<file path="config.mk">
export PLATFORM = sky130hd
export DESIGN_NAME = clock_date_field_adjuster_flat
export DESIGN_NICKNAME = d
export VERILOG_FILES = /design/src/hdl/cda_pkg.sv /design/src/hdl/cda_if.sv /design/src/hdl/clock_date_field_adjuster.sv /design/src/flat_wrapper.sv
export SDC_FILE = /design/constraint.sdc
export NUM_CORES = 1
export LEC_CHECK = 0
export BUFFER_PORTS_ARGS = -buffer_cell sky130_fd_sc_hd__buf_2
export CORE_MARGIN = 2
export CORE_UTILIZATION = 40
export CTS_CLUSTER_SIZE = 24
export DETAILED_ROUTE_END_ITERATION = 16
export PLACE_DENSITY = 0.57
export SYNTH_ARGS = -nofsm -noshare
export SYNTH_HDL_FRONTEND = slang
export SYNTH_SLANG_ARGS = --single-unit
</file>
<file path="constraint.sdc">
create_clock -name clk_i -period 5.6 [get_ports clk_i]
set_input_delay 0.56 -clock clk_i [delete_from_list [all_inputs] [get_ports clk_i]]
set_output_delay 0.56 -clock clk_i [all_outputs]
set_load 0.005 [all_outputs]
</file>
<file path="src/hdl/cda_pkg.sv">
// Package with the beat types, field codes and month length table of the date adjuster.
`timescale 1ns / 1ps
package cda_pkg;

  // Item kinds.
  localparam logic [1:0] KindLoad = 2'd0;
  localparam logic [1:0] KindUp   = 2'd1;
  localparam logic [1:0] KindDown = 2'd2;

  // Field codes; FieldLoad reports a full load.
  localparam logic [2:0] FieldHour   = 3'd0;
  localparam logic [2:0] FieldMinute = 3'd1;
  localparam logic [2:0] FieldDay    = 3'd2;
  localparam logic [2:0] FieldMonth  = 3'd3;
  localparam logic [2:0] FieldYear   = 3'd4;
  localparam logic [2:0] FieldLoad   = 3'd5;

  // Field limits.
  localparam logic [4:0] HourMax   = 5'd23;
  localparam logic [5:0] MinuteMax = 6'd59;
  localparam logic [3:0] MonthMax  = 4'd12;
  localparam logic [6:0] YearMax   = 7'd99;
  localparam logic [4:0] LeapFeb   = 5'd29;

  typedef struct packed {
    logic [1:0] kind;
    logic [2:0] field_select;
    logic [4:0] load_hour;
    logic [5:0] load_minute;
    logic [4:0] load_day;
    logic [3:0] load_month;
    logic [6:0] load_year;
  } cda_in_t;

  typedef struct packed {
    logic [4:0] hour_out;
    logic [5:0] minute_out;
    logic [4:0] day_out;
    logic [3:0] month_out;
    logic [6:0] year_out;
    logic [2:0] changed_field;
    logic       day_clamped;
  } cda_out_t;

  // Days in a month; a month code outside 1..12 counts as January.
  // February has 29 days when the two-digit year is a multiple of four.
  function automatic logic [4:0] month_len(logic [3:0] month, logic [6:0] year);
    logic [4:0] len;
    len = 5'd31;
    case (month) inside
      4'd2:                      len = (year[1:0] == 2'b00) ? LeapFeb : 5'd28;
      4'd4, 4'd6, 4'd9, 4'd11:   len = 5'd30;
      default:                   len = 5'd31;
    endcase
    return len;
  endfunction

endpackage

</file>
<file path="src/hdl/cda_if.sv">
// Valid/ready channel interfaces for the input and result beats.
`timescale 1ns / 1ps
interface cda_in_if;
  logic             valid;
  logic             ready;
  cda_pkg::cda_in_t data;

  modport source (output valid, output data, input ready);
  modport sink   (input valid, input data, output ready);
endinterface

interface cda_out_if;
  logic              valid;
  logic              ready;
  cda_pkg::cda_out_t data;

  modport source (output valid, output data, input ready);
  modport sink   (input valid, input data, output ready);
endinterface

</file>
<file path="src/hdl/clock_date_field_adjuster.sv">
// Top level of the clock and calendar field adjuster.
// Path: an accepted input beat is held in the input register, and one combinational
// pass feeds its result into the result register.
// Throughput: one input beat per cycle while the result channel is not stalled; the
// held time and date update from the input register as each beat moves on.
// Reset: the time and date return to 00:00, day 1, month 1, year 0, and both
// stages are emptied.
`timescale 1ns / 1ps
module clock_date_field_adjuster (
  input logic       clk_i,
  input logic       rst_ni,
  cda_in_if.sink    in_i,
  cda_out_if.source out_o
);
  import cda_pkg::*;

  // Pipeline control and registers.
  logic       in_valid_q;
  cda_in_t    in_data_q;
  logic       out_valid_q;
  cda_out_t   out_data_q;
  logic       out_load;
  logic       in_load;

  // Held time and date.
  logic [4:0] hour_q,   hour_d;
  logic [5:0] minute_q, minute_d;
  logic [4:0] day_q,    day_d;
  logic [3:0] month_q,  month_d;
  logic [6:0] year_q,   year_d;

  logic       result_ok;
  logic       fit_day;
  logic [4:0] day_pre;
  logic [4:0] len_cur;
  logic [4:0] len_new;
  logic       clamp;

  // The result stage takes a beat when it is empty or being drained.
  assign out_load   = !out_valid_q || out_o.ready;
  assign in_load    = !in_valid_q || out_load;
  assign in_i.ready = in_load;

  // Unused kinds and unused fields give no result and leave the state alone.
  assign result_ok = (in_data_q.kind == KindLoad) ||
                     (((in_data_q.kind == KindUp) || (in_data_q.kind == KindDown)) &&
                      (in_data_q.field_select <= FieldYear));

  // A day step wraps at the length of the month that is held now.
  assign len_cur = month_len(month_q, year_q);

  // Next field values before the day is fitted to the month.
  always_comb begin
    hour_d   = hour_q;
    minute_d = minute_q;
    day_pre  = day_q;
    month_d  = month_q;
    year_d   = year_q;
    fit_day  = 1'b0;
    if (in_data_q.kind == KindLoad) begin
      hour_d   = (in_data_q.load_hour > HourMax) ? HourMax : in_data_q.load_hour;
      minute_d = (in_data_q.load_minute > MinuteMax) ? MinuteMax : in_data_q.load_minute;
      day_pre  = (in_data_q.load_day == 5'd0) ? 5'd1 : in_data_q.load_day;
      month_d  = (in_data_q.load_month == 4'd0) ? 4'd1 :
                 ((in_data_q.load_month > MonthMax) ? MonthMax : in_data_q.load_month);
      year_d   = (in_data_q.load_year > YearMax) ? YearMax : in_data_q.load_year;
      fit_day  = 1'b1;
    end else if (in_data_q.kind == KindUp) begin
      case (in_data_q.field_select)
        FieldHour:   hour_d   = (hour_q >= HourMax) ? 5'd0 : hour_q + 5'd1;
        FieldMinute: minute_d = (minute_q >= MinuteMax) ? 6'd0 : minute_q + 6'd1;
        FieldDay:    day_pre  = (day_q >= len_cur) ? 5'd1 : day_q + 5'd1;
        FieldMonth: begin
          month_d = (month_q >= MonthMax) ? 4'd1 : month_q + 4'd1;
          fit_day = 1'b1;
        end
        FieldYear: begin
          year_d  = (year_q >= YearMax) ? 7'd0 : year_q + 7'd1;
          fit_day = 1'b1;
        end
        default: ;
      endcase
    end else begin
      case (in_data_q.field_select)
        FieldHour:   hour_d   = (hour_q == 5'd0) ? HourMax : hour_q - 5'd1;
        FieldMinute: minute_d = (minute_q == 6'd0) ? MinuteMax : minute_q - 6'd1;
        FieldDay:    day_pre  = (day_q > 5'd1) ? day_q - 5'd1 : len_cur;
        FieldMonth: begin
          month_d = (month_q > 4'd1) ? month_q - 4'd1 : MonthMax;
          fit_day = 1'b1;
        end
        FieldYear: begin
          year_d  = (year_q == 7'd0) ? YearMax : year_q - 7'd1;
          fit_day = 1'b1;
        end
        default: ;
      endcase
    end
  end

  // A load, month or year change pulls the day down to the new month length.
  assign len_new = month_len(month_d, year_d);
  assign clamp   = fit_day && (day_pre > len_new);
  assign day_d   = clamp ? len_new : day_pre;

  // Input register.
  always_ff @(posedge clk_i or negedge rst_ni) begin
    if (!rst_ni) begin
      in_valid_q <= 1'b0;
    end else if (in_load) begin
      in_valid_q <= in_i.valid;
    end
  end

  always_ff @(posedge clk_i) begin
    if (in_load && in_i.valid) begin
      in_data_q <= in_i.data;
    end
  end

  // Held state updates when a valid item that gives a result leaves the input register.
  always_ff @(posedge clk_i or negedge rst_ni) begin
    if (!rst_ni) begin
      hour_q   <= 5'd0;
      minute_q <= 6'd0;
      day_q    <= 5'd1;
      month_q  <= 4'd1;
      year_q   <= 7'd0;
    end else if (in_valid_q && out_load && result_ok) begin
      hour_q   <= hour_d;
      minute_q <= minute_d;
      day_q    <= day_d;
      month_q  <= month_d;
      year_q   <= year_d;
    end
  end

  // Result register.
  always_ff @(posedge clk_i or negedge rst_ni) begin
    if (!rst_ni) begin
      out_valid_q <= 1'b0;
    end else if (out_load) begin
      out_valid_q <= in_valid_q && result_ok;
    end
  end

  always_ff @(posedge clk_i) begin
    if (out_load && in_valid_q && result_ok) begin
      out_data_q.hour_out      <= hour_d;
      out_data_q.minute_out    <= minute_d;
      out_data_q.day_out       <= day_d;
      out_data_q.month_out     <= month_d;
      out_data_q.year_out      <= year_d;
      out_data_q.changed_field <= (in_data_q.kind == KindLoad) ? FieldLoad
                                                               : in_data_q.field_select;
      out_data_q.day_clamped   <= clamp;
    end
  end

  assign out_o.valid = out_valid_q;
  assign out_o.data  = out_data_q;

  // The held date always stays a real calendar date.
  a_month_range: assert property (@(posedge clk_i) disable iff (!rst_ni)
    (month_q >= 4'd1) && (month_q <= MonthMax))
    else $error("month left 1..12");

  a_day_range: assert property (@(posedge clk_i) disable iff (!rst_ni)
    (day_q >= 5'd1) && (day_q <= month_len(month_q, year_q)))
    else $error("day outside month length");

  a_time_range: assert property (@(posedge clk_i) disable iff (!rst_ni)
    (hour_q <= HourMax) && (minute_q <= MinuteMax) && (year_q <= YearMax))
    else $error("hour, minute or year out of range");

  // Only a load, month or year change can pull the day down.
  a_clamp_source: assert property (@(posedge clk_i) disable iff (!rst_ni)
    (out_valid_q && out_data_q.day_clamped) |->
      ((out_data_q.changed_field == FieldLoad) || (out_data_q.changed_field == FieldMonth) ||
       (out_data_q.changed_field == FieldYear)))
    else $error("day clamp on a field that cannot clamp");

  // A result beat mirrors the held state it produced.
  a_out_matches_state: assert property (@(posedge clk_i) disable iff (!rst_ni)
    $rose(out_valid_q) |-> ((out_data_q.day_out == day_q) && (out_data_q.month_out == month_q)
                           && (out_data_q.hour_out == hour_q)))
    else $error("result beat differs from held state");

endmodule
</file>
<file path="src/flat_wrapper.sv">
// flat-port wrapper written by rule: the top's interface ports become plain ports
module clock_date_field_adjuster_flat import cda_pkg::*;
  (clk_i, rst_ni, in_i_valid, in_i_data, in_i_ready, out_o_valid, out_o_data, out_o_ready);
  cda_in_if in_i_i ();
  cda_out_if out_o_i ();
  input logic clk_i;
  input logic rst_ni;
  input wire logic [$bits(in_i_i.valid)-1:0] in_i_valid;
  input wire logic [$bits(in_i_i.data)-1:0] in_i_data;
  output wire logic [$bits(in_i_i.ready)-1:0] in_i_ready;
  output wire logic [$bits(out_o_i.valid)-1:0] out_o_valid;
  output wire logic [$bits(out_o_i.data)-1:0] out_o_data;
  input wire logic [$bits(out_o_i.ready)-1:0] out_o_ready;
  assign in_i_i.valid = in_i_valid;
  assign in_i_i.data = in_i_data;
  assign in_i_ready = in_i_i.ready;
  assign out_o_valid = out_o_i.valid;
  assign out_o_data = out_o_i.data;
  assign out_o_i.ready = out_o_ready;
  clock_date_field_adjuster u_core (.clk_i(clk_i), .rst_ni(rst_ni), .in_i(in_i_i), .out_o(out_o_i));
endmodule
</file>
==> metrics, run 1 <==
crit path max fanout=8; Worst Setup End Kind=register; Total Routed Length=12.3 mm; Placed Cells=729; clk sinks=92; Req. time, crit path=5.83 ns; initial antenna violation count=0; Post-Syn Area=0.00524 sq mm; routability congestion estimate=0.865; die height=118 um; later-pin clock latency in the skew report=0.35 ns; proportion of layout cells with a drive suffix above 1=22.2%; vias post-DR=4128; Syn Area/Cell=10.2 sq um; Final Setup Violations=0; largest net degree at the start of global routing=43; Hold Crit Class=input pin to asynchronous set/reset pin; router iterations before antenna repair=4; sequential share of the synthesized area=50.0%; Post-CTS Setup Repair Bufs=0; Layout Cells excl Fill=745; via/cell ratio=5.54; Final Power=2780 uW; startpoint class of the critical path=register; number of synthesized flops with an enable pin=63; period utilization=82.4%; Final Hold Vio Count=0; Setup CP Type=register to register; area of the core=0.0127 sq mm; synth-to-layout area growth=15.6%; Synth Flop Type=edfxtp_1; total of max-cap violations=0; Post-Syn Instances=513; Pwr Density=459 mW/mm^2; WL/cell=16.5 um; Setup TNS=0 ns; Synth area leader=edfxtp_1; max_slew headroom=39.3%; GR Overflow Total=0; ANT nets after route=0; synth top area cells=edfxtp_1, dfrtp_1, ha_1, mux2_2, nand2_1; Remaining DRCs=0; Max VDD drop=0.213 mV; first-pass GRT wire length=20.2 mm; commonest non-fill, non-tap cell in the layout=buf_2; NumNets Final=625; Rows=41; register area=0.00262 sq mm; share of the synthesized area in the top cell type=36.1%; die area=0.0140 sq mm; Worst EP arrival=4.85 ns; register clock-pin slew on the reported worst setup and hold paths=0.06 ns; Fmax=217 MHz; DIE WIDTH=118 um; Global Route Usage Sum=18.3%; post-route minimum period=4.61 ns; Yosys warning total=0; most frequent cells in the layout=buf_2, edfxtp_1, nand2_1; root buffer cell=clkbuf_16; PostCTS Resize Cnt=0; I/O Buffers=68; Diodes inserted=0; Pleak=0.00239 uW; CTS tree=yes; CTS H-tree lvls=3; area of the multi-input gates=0.00238 sq mm; fraction of registers with async set/reset=31.5%; DPL Wire Length=8.26 mm; # fillers=1222; clk buf depth=2; vias in the first global route=3931; RSZ-0062 raised after global routing=false; I/O Pins=69; Yosys reg bits=92; Yosys cell types=70; measured slew at the worst slew-check pin=0.909 ns; Iter 0 DRT Violations=253; status=finished clean; Initial Util=41.2%; CTS Hold Bufs=0; Net Count, Synth=570; Slew Limit Fails=0; total clock buffers created by CTS=9; Layout Skew=0.00618 ns
-- logic make-up (layout without fill, tap and decap cells) --
family	after synthesis	in the layout	share of synthesized area (%)
AO/OA/AOI/OAI	146	146	18.6
XOR/XNOR	6	6	1.00
adder cells (fa/ha/maj)	21	21	5.01
buffers and inverters	61	121	4.58
flip-flops	92	92	50.0
multiplexers	20	20	4.42
AND/OR/NAND/NOR	167	167	16.3
-- state kept, by name, indices dropped and copies added (netlist names) --
register            count
u_core.hour_q           5
u_core.out_o.data      31
u_core.out_o.valid      1
u_core.in_data_q       32
u_core.day_q            5
u_core.in_valid_q       1
u_core.minute_q         6
u_core.year_q           7
u_core.month_q          4
-- critical path, cell delays in order, from the launching register on --
cell	delay [ns]
dfrtp_1	0.47
inv_1	0.13
ha_1	0.25
nand2b_1	0.09
a22oi_1	0.06
o22a_1	0.25
ha_1	0.28
nand2b_1	0.14
o21ai_0	0.16
nor2_1	0.18
a221oi_1	0.10
o311ai_0	0.58
inv_1	0.11
ha_1	0.31
a21oi_1	0.12
o31ai_1	0.09
or4_4	0.55
clkinv_2	0.08
mux2_4	0.30
mux2_4	0.25
-- where the power goes --
group	leakage (uW)	internal, uW	switching, uW
logic	0.00128	437	517
clock network	0.000163	435	250
registers	0.000947	908	237
-- layer usage --
layer  vias up  track usage, %  part of all wire, %
met5         -               0                    0
met4         0            8.26                  1.7
met3        14            2.85                  4.7
met2       122            29.8                   48
met1      1966            24.1                   46
li1       2026               -                    -
-- metrics by stage --
step	setup slack [ns]	utilization (%)	hold WS (ns)	cell area (sq um)
2_1_floorplan	1.51	-	0.264	5240
3_3_place_gp	1.18	45.0	0.510	5720
3_5_place_dp	0.997	45.0	0.508	5720
4_1_cts	1.00	47.6	0.324	6060
5_1_grt	0.672	47.6	0.346	6060
6_report	0.986	47.6	0.303	6060
-- final cells by class --
cell class	instances	share of cell area (%)
Tap cell	172	3.55
Multi-Input combinational cell	360	39.3
Sequential cell	92	43.3
Inverter	30	1.88
Clock buffer	11	3.84
Clock inverter	5	1.65
Timing Repair Buffer	75	6.49
-- cell usage after synthesis (3+ instances only) --
| master | instances |
|---|---|
| o311a_1 | 3 |
| o21ai_1 | 10 |
| and3_1 | 5 |
| nand2b_1 | 10 |
| o22a_1 | 5 |
| nor2_1 | 34 |
| a221oi_1 | 3 |
| a31oi_1 | 9 |
| or3_1 | 4 |
| nor3_1 | 14 |
| o221ai_1 | 3 |
| ha_1 | 21 |
| a21oi_1 | 31 |
| nand2_1 | 44 |
| edfxtp_1 | 63 |
| dfrtp_1 | 27 |
| o211ai_1 | 3 |
| xnor2_1 | 5 |
| o31ai_1 | 7 |
| nand4_1 | 4 |
| inv_1 | 29 |
| buf_2 | 8 |
| buf_1 | 3 |
| a211oi_1 | 4 |
| clkbuf_1 | 20 |
| and2_1 | 3 |
| nor2b_1 | 4 |
| nand3_1 | 20 |
| o21ai_0 | 31 |
| nor3b_2 | 3 |
| mux2_2 | 17 |
| o2bb2ai_1 | 3 |
| nor3b_1 | 3 |
| or2_2 | 6 |
-- path summary, 6_finish.rpt --
path	start	end	slack, ns	cells past startpoint
max in group asynchronous	rst_ni	u_core.minute_q[5]$_DFFE_PN0P_	4.79	1
worst min register to register	u_core.in_valid_q$_DFFE_PN0N_	u_core.in_valid_q$_DFFE_PN0N_	0.52	2
worst min-delay path	rst_ni	u_core.day_q[2]$_DFFE_PN0P_	0.30	1
min in group clk_i	in_i_data[17]	u_core.in_data_q[17]$_DFFE_PP_	0.38	1
worst max register to register	u_core.year_q[0]$_DFFE_PN0P_	u_core.day_q[1]$_DFFE_PN0P_	0.99	19
worst max-delay path	u_core.year_q[0]$_DFFE_PN0P_	u_core.day_q[1]$_DFFE_PN0P_	0.99	19
Power figures use the tool's default switching activity.
==> run 2, diff against run 1 <==
==> constraint.sdc (replaced) <==
create_clock -name clk_i -period 4.8 [get_ports clk_i]
set_input_delay 0.48 -clock clk_i [delete_from_list [all_inputs] [get_ports clk_i]]
set_output_delay 0.48 -clock clk_i [all_outputs]
set_load 0.005 [all_outputs]
==> metrics, run 2 (synthesized netlist as in run 1, its figures left out) <==
Setup CP Type=register to register; pre-CTS setup slack=0.289 ns; Rows=41; Remaining DRCs=0; Final Hold Vio Count=0; switching power=1190 uW; GR Overflow Total=0; Initial Util=41.2%; vias post-DR=4192; root buffer cell=clkbuf_16; sw frac=36.9%; Worst Setup End Kind=register; Max VDD drop=0.273 mV; vias in the first global route=3893; clk buf depth=2; DPL Wire Length=8.65 mm; Worst EP arrival=4.61 ns; Hold Crit Class=input pin to asynchronous set/reset pin; Pwr Density=530 mW/mm^2; Crit path largest cell delay=0.54 ns; die height=118 um; measured slew at the worst slew-check pin=0.869 ns; register share of total power=41.3%; Post-CTS Setup Repair Bufs=0; post-route minimum period=4.37 ns; Pleak=0.00241 uW; critical-path cell list=inv_1, ha_1, nand2b_1, a22oi_1, o22a_1, ha_1, nand2b_1, o21ai_1, nor2_1, a221oi_1, o311ai_1, inv_1, ha_1, a21oi_1, o31ai_1, or4_4, clkinv_2, mux2_4, mux2_4; startpoint class of the critical path=register; Int Pwr=2030 uW; power share of the combinational group=35.2%; DIE WIDTH=118 um; via/cell ratio=5.58; Global Route Usage Sum=18.2%; Slew Limit Fails=0; Layout Cells excl Fill=751; Largest register FFs=32; total clock buffers created by CTS=9; first-pass GRT wire length=20.2 mm; NumNets Final=631; CP dominant cell by count=ha_1; R2R Setup Slk=0.43 ns; router iterations before antenna repair=5; Layout Skew=0.00958 ns; Placed Cells=735; largest net degree at the start of global routing=33; Diodes inserted=0; PostCTS Resize Cnt=0; synth-to-layout area growth=16.1%; worst setup margin=0.425 ns; Iter 0 DRT Violations=282; total of max-cap violations=0; clock share of power=23.5%; Critical-path top delay cell=or4_4; Setup TNS=0 ns; Top reg by flops=u_core.in_data_q; Total Routed Length=12.3 mm; ANT nets after route=0; die area=0.0140 sq mm; routability congestion estimate=0.908; CTS H-tree lvls=3; register clock-pin slew on the reported worst setup and hold paths=0.07 ns; max_slew headroom=41.6%; Fmax=229 MHz; crit path max fanout=8; period utilization=91.1%; critical path buffer and inverter count=3; proportion of layout cells with a drive suffix above 1=23.1%; later-pin clock latency in the skew report=0.35 ns; status=finished clean; RSZ-0062 raised after global routing=false; I/O Buffers=68; CP top delay family=compound AO/OA/AOI/OAI gates; WL/cell=16.4 um; Final Setup Violations=0; CTS tree=yes; FF-to-FF End=u_core.day_q[1]$_DFFE_PN0P_; area of the core=0.0127 sq mm; Req. time, crit path=5.03 ns; I/O Pins=69; initial antenna violation count=0; CTS Hold Bufs=0; R2R Path Start=u_core.year_q[0]$_DFFE_PN0P_; most frequent cells in the layout=buf_2, edfxtp_1, nand2_1; commonest non-fill, non-tap cell in the layout=buf_2; cells on worst reg2reg path=19; clk sinks=92
[run 2: cell types whose count changed in the layout (fill, tap and decap cells not counted)]
| cell | before | now |
|---|---|---|
| bufinv_16 | 3 | 2 |
| clkinv_4 | 0 | 1 |
| clkbuf_1 | 2 | 1 |
| o21ai_1 | 10 | 11 |
| o311ai_0 | 2 | 1 |
| o311ai_1 | 0 | 1 |
| inv_6 | 0 | 1 |
| o21ai_0 | 31 | 30 |
| buf_4 | 7 | 13 |
[run 2: worst reg2reg max path: cells and delay by family, from the launching register on]
family,cells,cell delay (ns)
AO/OA/AOI/OAI,7,1.21
AND/OR/NAND/NOR,4,0.90
adder cells (fa/ha/maj),3,0.78
multiplexers,2,0.56
flip-flops,1,0.49
buffers and inverters,3,0.32
[run 2: how the worst max path moves through the flow]
stage / startpoint / end / slack, ns / depth (start not counted)
final: u_core.year_q[0]$_DFFE_PN0P_ / u_core.day_q[1]$_DFFE_PN0P_ / 0.43 / 19
after global routing: u_core.year_q[0]$_DFFE_PN0P_ / u_core.day_q[1]$_DFFE_PN0P_ / 0.07 / 21
after CTS: u_core.year_q[0]$_DFFE_PN0P_ / u_core.day_q[1]$_DFFE_PN0P_ / 0.26 / 19
after detailed placement: u_core.year_q[0]$_DFFE_PN0P_ / u_core.day_q[1]$_DFFE_PN0P_ / 0.29 / 19
after global placement: u_core.year_q[0]$_DFFE_PN0P_ / u_core.day_q[1]$_DFFE_PN0P_ / 0.45 / 19
after floorplan: u_core.month_q[0]$_DFFE_PN1P_ / u_core.day_q[1]$_DFFE_PN0P_ / 0.71 / 18
[run 2: power groups by stage]
stage	Combinational [uW]	Clock [uW]	Sequential (uW)
after detailed placement	1120	0	1340
after global routing	1290	815	1370
after floorplan	956	0	1200
after global placement	1110	0	1330
final	1130	759	1330
after CTS	1130	780	1320
[run 2: final cells by class]
cell class                 count  area [sq um]
clock inverter                 6          87.6
timing repair buffer          81           438
sequential                    92          2620
clock buffer                  10           229
fill                        1202          6640
multi-input combinational    360          2380
tap                          172           215
inverter                      30           114
[run 2: per-layer routing]
metal	track usage [%]	part of all wire [%]
met2	29.1	48
met3	4.10	4.7
met4	6.18	1.5
met5	0	0
met1	24.3	46
[run 2: through the flow]
step                      total power [uW]  utilization [%]  hold WS [ns]  area, sq um
after floorplan                       2150                -         0.184         5240
after global placement                2440             45.3         0.517         5770
after detailed placement              2460             45.3         0.526         5770
after CTS                             3240             47.8         0.237         6090
after global routing                  3470             47.8         0.255         6090
final                                 3220             47.8         0.210         6090
